### config.mk
export PLATFORM = sky130hd
export DESIGN_NAME = modular_exponentiation_unit
export DESIGN_NICKNAME = d
export VERILOG_FILES = /design/src/hw/rtl/meu_pkg.sv /design/src/hw/rtl/modular_exponentiation_unit.sv
export SDC_FILE = /design/constraint.sdc
export NUM_CORES = 1
export LEC_CHECK = 0
export BUFFER_PORTS_ARGS = -buffer_cell sky130_fd_sc_hd__buf_2
export CORE_MARGIN = 2
export CORE_UTILIZATION = 65
export CTS_BUF_LIST = sky130_fd_sc_hd__clkbuf_4
export DETAILED_ROUTE_END_ITERATION = 16
export PLACE_DENSITY = 0.95
export SLEW_MARGIN = 20
export SYNTH_ARGS = -nofsm -noshare
export SYNTH_HDL_FRONTEND = slang
export SYNTH_SLANG_ARGS = --single-unit
export TNS_END_PERCENT = 10
### constraint.sdc
create_clock -name clk -period 10.8 [get_ports clk]
set_input_delay 1.08 -clock clk [delete_from_list [all_inputs] [get_ports clk]]
set_output_delay 1.08 -clock clk [all_outputs]
set_load 0.02 [all_outputs]
### src/hw/rtl/meu_pkg.sv
// ----------------------------------------------------------------------------
// Modular exponentiation unit package
// Field widths, modulus reset value and sequencer state type.
// ----------------------------------------------------------------------------
package meu_pkg;

  localparam int IN_W      = 63;                 // base and exponent width
  localparam int MOD_W     = 32;                 // modulus and residue width
  localparam int CFG_W     = 32;                 // configuration data width
  localparam int OUT_W     = 32;                 // power width
  localparam int EXT_W     = MOD_W + 2;          // room for 2*acc + operand
  localparam int CNT_W     = $clog2(IN_W + 1);   // step counter width

  localparam logic [MOD_W-1:0] MOD_RESET = MOD_W'(32'd1000000007);

  typedef enum logic [1:0] {
    ST_IDLE,
    ST_REDUCE,
    ST_MUL,
    ST_SQR
  } meu_state_t;

endpackage

### src/hw/rtl/modular_exponentiation_unit.sv
// ----------------------------------------------------------------------------
// Modular exponentiation unit
// Right-to-left binary square and multiply, base^exponent mod modulus.
// ----------------------------------------------------------------------------
//
//  channel  | ports                         | handshake
//  ---------+-------------------------------+-----------------------------------
//  request  | in_base, in_exponent          | start, taken when busy is low
//  result   | out_power                     | out_valid, one cycle, no backpressure
//  config   | cfg_modulus                   | cfg_we, write while idle
//
//  One shared shift-add-reduce step unit does all arithmetic, one bit a cycle.
//  A request first reduces the base, then runs one modular multiply per set
//  exponent bit plus one square per bit below the top set bit, at most 125 in
//  all, and then registers the result.
//  A zero exponent returns 1 on the next cycle without going busy.
//  Reset (synchronous, rst_n low) idles the sequencer and reloads the modulus.
//  The result is a one-cycle strobe; the receiver cannot stall it.
// ----------------------------------------------------------------------------
module modular_exponentiation_unit
  import meu_pkg::*;
(
  input  logic             clk,
  input  logic             rst_n,
  input  logic             start,
  output logic             busy,
  input  logic [IN_W-1:0]  in_base,
  input  logic [IN_W-1:0]  in_exponent,
  input  logic             cfg_we,
  input  logic [CFG_W-1:0] cfg_modulus,
  output logic             out_valid,
  output logic [OUT_W-1:0] out_power
);

  // Sequencer
  meu_state_t       state_r, state_nxt;

  // Configuration
  logic [MOD_W-1:0] modulus_r;

  // Shared step unit registers: accumulator, addend and multiplier bit stream
  logic [MOD_W-1:0] acc_r, acc_nxt;
  logic [MOD_W-1:0] opnd_r, opnd_nxt;
  logic [IN_W-1:0]  mbits_r, mbits_nxt;
  logic [CNT_W-1:0] cnt_r, cnt_nxt;

  // Exponentiation state
  logic [IN_W-1:0]  exp_r, exp_nxt;
  logic [MOD_W-1:0] prod_r, prod_nxt;
  logic [MOD_W-1:0] sq_r, sq_nxt;

  // Result register
  logic             out_valid_r, out_valid_nxt;
  logic [OUT_W-1:0] out_power_r, out_power_nxt;

  // Step unit datapath
  logic [EXT_W-1:0] m_ext;
  logic [EXT_W-1:0] twice_m;
  logic [EXT_W-1:0] sum;
  logic [EXT_W-1:0] step_ext;
  logic [MOD_W-1:0] step_res;
  logic             last_step;
  logic             accept;
  logic [MOD_W-1:0] sq_src;
  logic             exp_upper_zero;

  assign accept = start && (state_r == ST_IDLE);

  // --------------------------------------------------------------------------
  // Step unit: acc <- (2*acc + bit*opnd) mod m. The sum stays below 3m, so
  // compare against m and 2m side by side and take one subtraction.
  // A zero modulus register means 2^MOD_W, which the extra top bit carries.
  // --------------------------------------------------------------------------
  always_comb begin
    m_ext   = {1'b0, (modulus_r == '0), modulus_r};
    twice_m = {m_ext[EXT_W-2:0], 1'b0};
    sum     = {1'b0, acc_r, 1'b0} + (mbits_r[IN_W-1] ? {2'b00, opnd_r} : '0);
    if (sum >= twice_m) begin
      step_ext = sum - twice_m;
    end else if (sum >= m_ext) begin
      step_ext = sum - m_ext;
    end else begin
      step_ext = sum;
    end
    step_res  = step_ext[MOD_W-1:0];
    last_step = (cnt_r == CNT_W'(1));
  end

  // Residue feeding the next square or multiply: a just-finished square or
  // reduction overrides the stored squared base.
  assign sq_src         = (state_r == ST_MUL) ? sq_r : step_res;
  assign exp_upper_zero = (exp_r[IN_W-1:1] == '0);

  // --------------------------------------------------------------------------
  // Next state
  // --------------------------------------------------------------------------
  always_comb begin
    state_nxt = state_r;
    case (state_r)
      ST_IDLE: begin
        if (accept && (in_exponent != '0)) begin
          state_nxt = ST_REDUCE;
        end
      end
      ST_REDUCE: begin
        if (last_step) begin
          state_nxt = exp_r[0] ? ST_MUL : ST_SQR;
        end
      end
      ST_MUL: begin
        if (last_step) begin
          state_nxt = exp_upper_zero ? ST_IDLE : ST_SQR;
        end
      end
      ST_SQR: begin
        // exp_r[1] is the low bit of the exponent once this square retires
        if (last_step) begin
          state_nxt = exp_r[1] ? ST_MUL : ST_SQR;
        end
      end
      default: begin
        state_nxt = ST_IDLE;
      end
    endcase
  end

  // --------------------------------------------------------------------------
  // Datapath next values
  // --------------------------------------------------------------------------
  always_comb begin
    acc_nxt       = acc_r;
    opnd_nxt      = opnd_r;
    mbits_nxt     = mbits_r;
    cnt_nxt       = cnt_r;
    exp_nxt       = exp_r;
    prod_nxt      = prod_r;
    sq_nxt        = sq_r;
    out_valid_nxt = 1'b0;
    out_power_nxt = out_power_r;

    case (state_r)
      ST_IDLE: begin
        if (accept) begin
          if (in_exponent == '0) begin
            // Zero exponent: answer 1 at once, for any modulus
            out_valid_nxt = 1'b1;
            out_power_nxt = OUT_W'(1);
          end else begin
            // Load base reduction: shift base bits in with addend 1
            acc_nxt   = '0;
            opnd_nxt  = MOD_W'(1);
            mbits_nxt = in_base;
            cnt_nxt   = CNT_W'(IN_W);
            exp_nxt   = in_exponent;
            prod_nxt  = MOD_W'(1);
          end
        end
      end
      ST_REDUCE, ST_MUL, ST_SQR: begin
        // Advance the shared unit one multiplier bit
        acc_nxt   = step_res;
        mbits_nxt = {mbits_r[IN_W-2:0], 1'b0};
        cnt_nxt   = cnt_r - CNT_W'(1);
        if (last_step) begin
          if (state_r == ST_MUL) begin
            prod_nxt = step_res;
          end else begin
            sq_nxt = step_res;
          end
          if (state_r == ST_SQR) begin
            exp_nxt = {1'b0, exp_r[IN_W-1:1]};
          end
          // Reload the unit for the next multiply or square
          acc_nxt = '0;
          cnt_nxt = CNT_W'(MOD_W);
          if (state_nxt == ST_MUL) begin
            mbits_nxt = {prod_r, {(IN_W-MOD_W){1'b0}}};
            opnd_nxt  = sq_src;
          end else begin
            mbits_nxt = {sq_src, {(IN_W-MOD_W){1'b0}}};
            opnd_nxt  = sq_src;
          end
          if (state_nxt == ST_IDLE) begin
            out_valid_nxt = 1'b1;
            out_power_nxt = OUT_W'(step_res);
          end
        end
      end
      default: begin
        acc_nxt = '0;
      end
    endcase
  end

  // --------------------------------------------------------------------------
  // Outputs
  // --------------------------------------------------------------------------
  always_comb begin
    busy      = (state_r != ST_IDLE);
    out_valid = out_valid_r;
    out_power = out_power_r;
  end

  // --------------------------------------------------------------------------
  // Registers
  // --------------------------------------------------------------------------
  always_ff @(posedge clk) begin
    if (!rst_n) begin
      state_r     <= ST_IDLE;
      out_valid_r <= 1'b0;
      modulus_r   <= MOD_RESET;
    end else begin
      state_r     <= state_nxt;
      out_valid_r <= out_valid_nxt;
      if (cfg_we) begin
        modulus_r <= cfg_modulus[MOD_W-1:0];
      end
    end
  end

  // Payload: no reset needed
  always_ff @(posedge clk) begin
    acc_r       <= acc_nxt;
    opnd_r      <= opnd_nxt;
    mbits_r     <= mbits_nxt;
    cnt_r       <= cnt_nxt;
    exp_r       <= exp_nxt;
    prod_r      <= prod_nxt;
    sq_r        <= sq_nxt;
    out_power_r <= out_power_nxt;
  end

endmodule

==> impl_metrics.json <==
{
  "status": "finished clean",
  "max_freq_ghz": 0.1309,
  "setup_ws_ps": 3158,
  "clkSinkCount": 327,
  "syn-instance-count": 2057,
  "firstDrtPassIters": 7,
  "die_h_um": 181.5,
  "dp_slack_ps": 3534,
  "p_int_w": 0.004169,
  "cts_buffer_depth": 3,
  "clockPowerShare": 0.124,
  "core_mm2": 0.03131,
  "grt.busiest_layer": "met2",
  "grt.overflow.total": 0,
  "min_from": "modulus_r[12]$_SDFFE_PN0P_",
  "mostFrequentLayoutCells": "edfxtp_1, nand2_1, buf_2, nor2_1, a21oi_1",
  "cts_hold_buf": 0,
  "endpoint_kind": "flip-flop",
  "grt_pass1_wl_mm": 105.1,
  "power_leakage_nw": 9.360,
  "worstPathArrival_ps": 8110,
  "grt_use_total": 0.4136,
  "nFillCells": 2042,
  "antenna_found_initial": 3,
  "worst_pin_slew_ps": 1206,
  "gp_congestion": 0.9944,
  "rsz0062_at_grt": "no",
  "synth_edf_count": 292,
  "use_met2": 0.6820,
  "cap_violations": 0,
  "cp-start-kind": "flip-flop",
  "syn_nets": 2326,
  "cp-startpoint": "mbits_r[62]$_DFFE_PP_",
  "combPwrFrac": 0.637,
  "hold_class": "flip-flop to flip-flop",
  "slew_violations": 0,
  "syn_to_final_growth_pct": 11.04,
  "synth.area.top_cells": "edfxtp_1, ha_1, nand2_1, mux2_2, a21oi_1",
  "setup_viol_count_final": 0,
  "crit_required_ps": 11270,
  "p_switching_w": 0.004149,
  "die_area_mm2": 0.03296,
  "drive_gt1_frac": 0.1926,
  "hold_viol_final": 0,
  "async_flop_share": 0,
  "clk_latency_ps": 810,
  "postCtsResizedCells": 0,
  "finalSetupTns_ps": 0,
  "routed_wl_mm": 68.97,
  "critPathKind": "flip-flop to flip-flop",
  "layoutNonFillerInstCount": 2715,
  "ios": 196,
  "skew_ps": 68.72,
  "drc_errors": 0,
  "wl_per_cell_um": 25.40,
  "ys_seq_area_frac": 0.4622,
  "cts_tree": "done",
  "dieWidth_um": 181.5,
  "yosys_warnings": 0,
  "fin_nets": 2525,
  "ys_ff_latch": 327,
  "grt_max_degree": 104,
  "netlist.area_leader.share": 0.4280,
  "clk_pin_slew_ps": 70,
  "drtAntennaViolNets": 0,
  "grt_pass1_vias": 18780,
  "cts_made_buffers": 82,
  "placed_cells": 2574,
  "regToRegStartpoint": "mbits_r[62]$_DFFE_PP_",
  "seqPwrFrac": 0.238,
  "cp_max_fo": 32,
  "route.vias.total": 19150,
  "power.density_mw_per_mm2": 365.6,
  "peakVddDrop_v": 0.0002432,
  "grtUsageMet3": 0.09527,
  "finalCriticalPeriod_ps": 7642,
  "initial_core_util": 0.6543,
  "synth_flop_cell": "edfxtp_1",
  "post-cts-setup-buffer-count": 0,
  "dp_hpwl_mm": 46.82,
  "ys_types": 89,
  "clockRootBuffer": "clkbuf_4",
  "syn_avg_cell_area_um2": 9.960,
  "viasPerCell": 7.053,
  "synth.largest_area_cell": "edfxtp_1",
  "met1_usage": 0.4877,
  "regArea_mm2": 0.009469,
  "io_buffers": 195,
  "multi_input_area_mm2": 0.01040,
  "synthesis.area_mm2": 0.02049,
  "switching_share": 0.4988,
  "htree_levels": 3,
  "slew_headroom": 0.1876,
  "finalCritPeriodShare": 0.7076,
  "final_common_cell": "edfxtp_1",
  "drtIter0Drc": 3124,
  "rows": 65
}
[through the flow]
stage,total power (W),hold WS (ps),instance area [um2],util
after CTS,0.008091,516.1,22740,0.7262
after global placement,0.006831,509.4,21740,0.6944
final,0.008318,532.0,22750,0.7266
after global routing,0.008691,544.8,22750,0.7265
after floorplan,0.005531,483.6,20490,-
after detailed placement,0.007004,508.6,21770,0.6954
[area by class of cell]
type                            count  share of cell area
Multi-Input combinational cell   1559              0.4571
Tap cell                          402             0.02211
Clock inverter                     25            0.005060
Sequential cell                   327              0.4162
Timing Repair Buffer              212             0.04955
Antenna cell                        3           0.0003300
Inverter                           74             0.01232
Clock buffer                      113             0.03729
[power by group through the flow]
stage | Combinational, W | Clock (W) | Sequential, W
after CTS | 0.00509 | 0.00103 | 0.00197
after detailed placement | 0.00502 | 0 | 0.00199
after floorplan | 0.00357 | 0 | 0.00196
after global routing | 0.00562 | 0.00109 | 0.00199
after global placement | 0.00486 | 0 | 0.00197
final | 0.00530 | 0.00104 | 0.00198
[synth_stat cells, types with 6 or more instances]
library cell / number
edfxtp_1: 292
nand2_1: 233
nor2_1: 166
a21oi_1: 162
ha_1: 104
o21ai_0: 98
mux2_2: 74
clkbuf_1: 73
inv_1: 72
and2_1: 52
a21o_1: 46
nand4_1: 42
xnor2_1: 42
o211ai_1: 40
nand3_1: 39
nor4_1: 38
dfxtp_1: 35
mux2i_1: 32
nor3_1: 31
xor2_1: 27
and3_1: 24
a31oi_1: 23
o31ai_1: 23
a211oi_1: 21
o21a_1: 21
nor2b_1: 20
buf_1: 16
nand2b_1: 15
or3_1: 11
a221o_1: 10
a221oi_1: 8
a311oi_1: 8
o21bai_1: 8
o221ai_1: 8
or2_2: 8
a211o_1: 7
a21boi_0: 7
a2bb2oi_1: 6
nor3b_1: 6
o21ai_1: 6
[path summary, 6_finish.rpt]
check | end | slack, ps | depth (start not counted)
setup / recovery | opnd_r[1]$_SDFFCE_PP0P_ | 3160 | 22
hold / removal | modulus_r[12]$_SDFFE_PN0P_ | 530 | 2
setup reg to reg | opnd_r[1]$_SDFFCE_PP0P_ | 3160 | 22
hold reg to reg | modulus_r[12]$_SDFFE_PN0P_ | 530 | 2
[routing by layer]
metal / vias up / wire (um)
li1: 8213 / -
met5: - / 0
met1: 8886 / 23750
met2: 1606 / 32080
met4: 0 / 5508
met3: 444 / 7630
[worst max-delay path, cell delays in order, from the launching register on]
cell and delay, ps:
edfxtp_1 940, and2_1 240, ha_1 160, inv_1 60
fa_1 400, nand2b_1 190, a21oi_1 290, o2111a_1 350
o2111a_1 330, a2111oi_0 170, o21bai_1 190, nor2b_1 270
ha_1 340, a21o_1 190, a21oi_1 140, nor2_1 60
or4b_2 640, a31oi_1 420, nand2_1 460, buf_4 370
nor2_1 560, a21boi_0 260, nor2b_1 210
[registers in the layout, indices dropped and copies added (netlist names)]
name / count
opnd_r: 32
acc_r: 32
cnt_r: 6
prod_r: 32
modulus_r: 32
exp_r: 63
out_valid: 1
state_r: 2
sq_r: 32
out_power: 32
mbits_r: 63
[cells by family (layout without fill, tap and decap cells)]
family                   after synthesis  after routing  share of synthesized area
AO/OA/AOI/OAI                        563            563                     0.1825
XOR/XNOR                              69             69                    0.02950
buffers and inverters                171            424                    0.03255
multiplexers                         109            109                    0.05887
AND/OR/NAND/NOR                      711            711                     0.1680
adder cells (fa/ha/maj)              107            107                    0.06644
other                                  0              3                          0
flip-flops                           327            327                     0.4622
(Power assumes the default switching activity.)
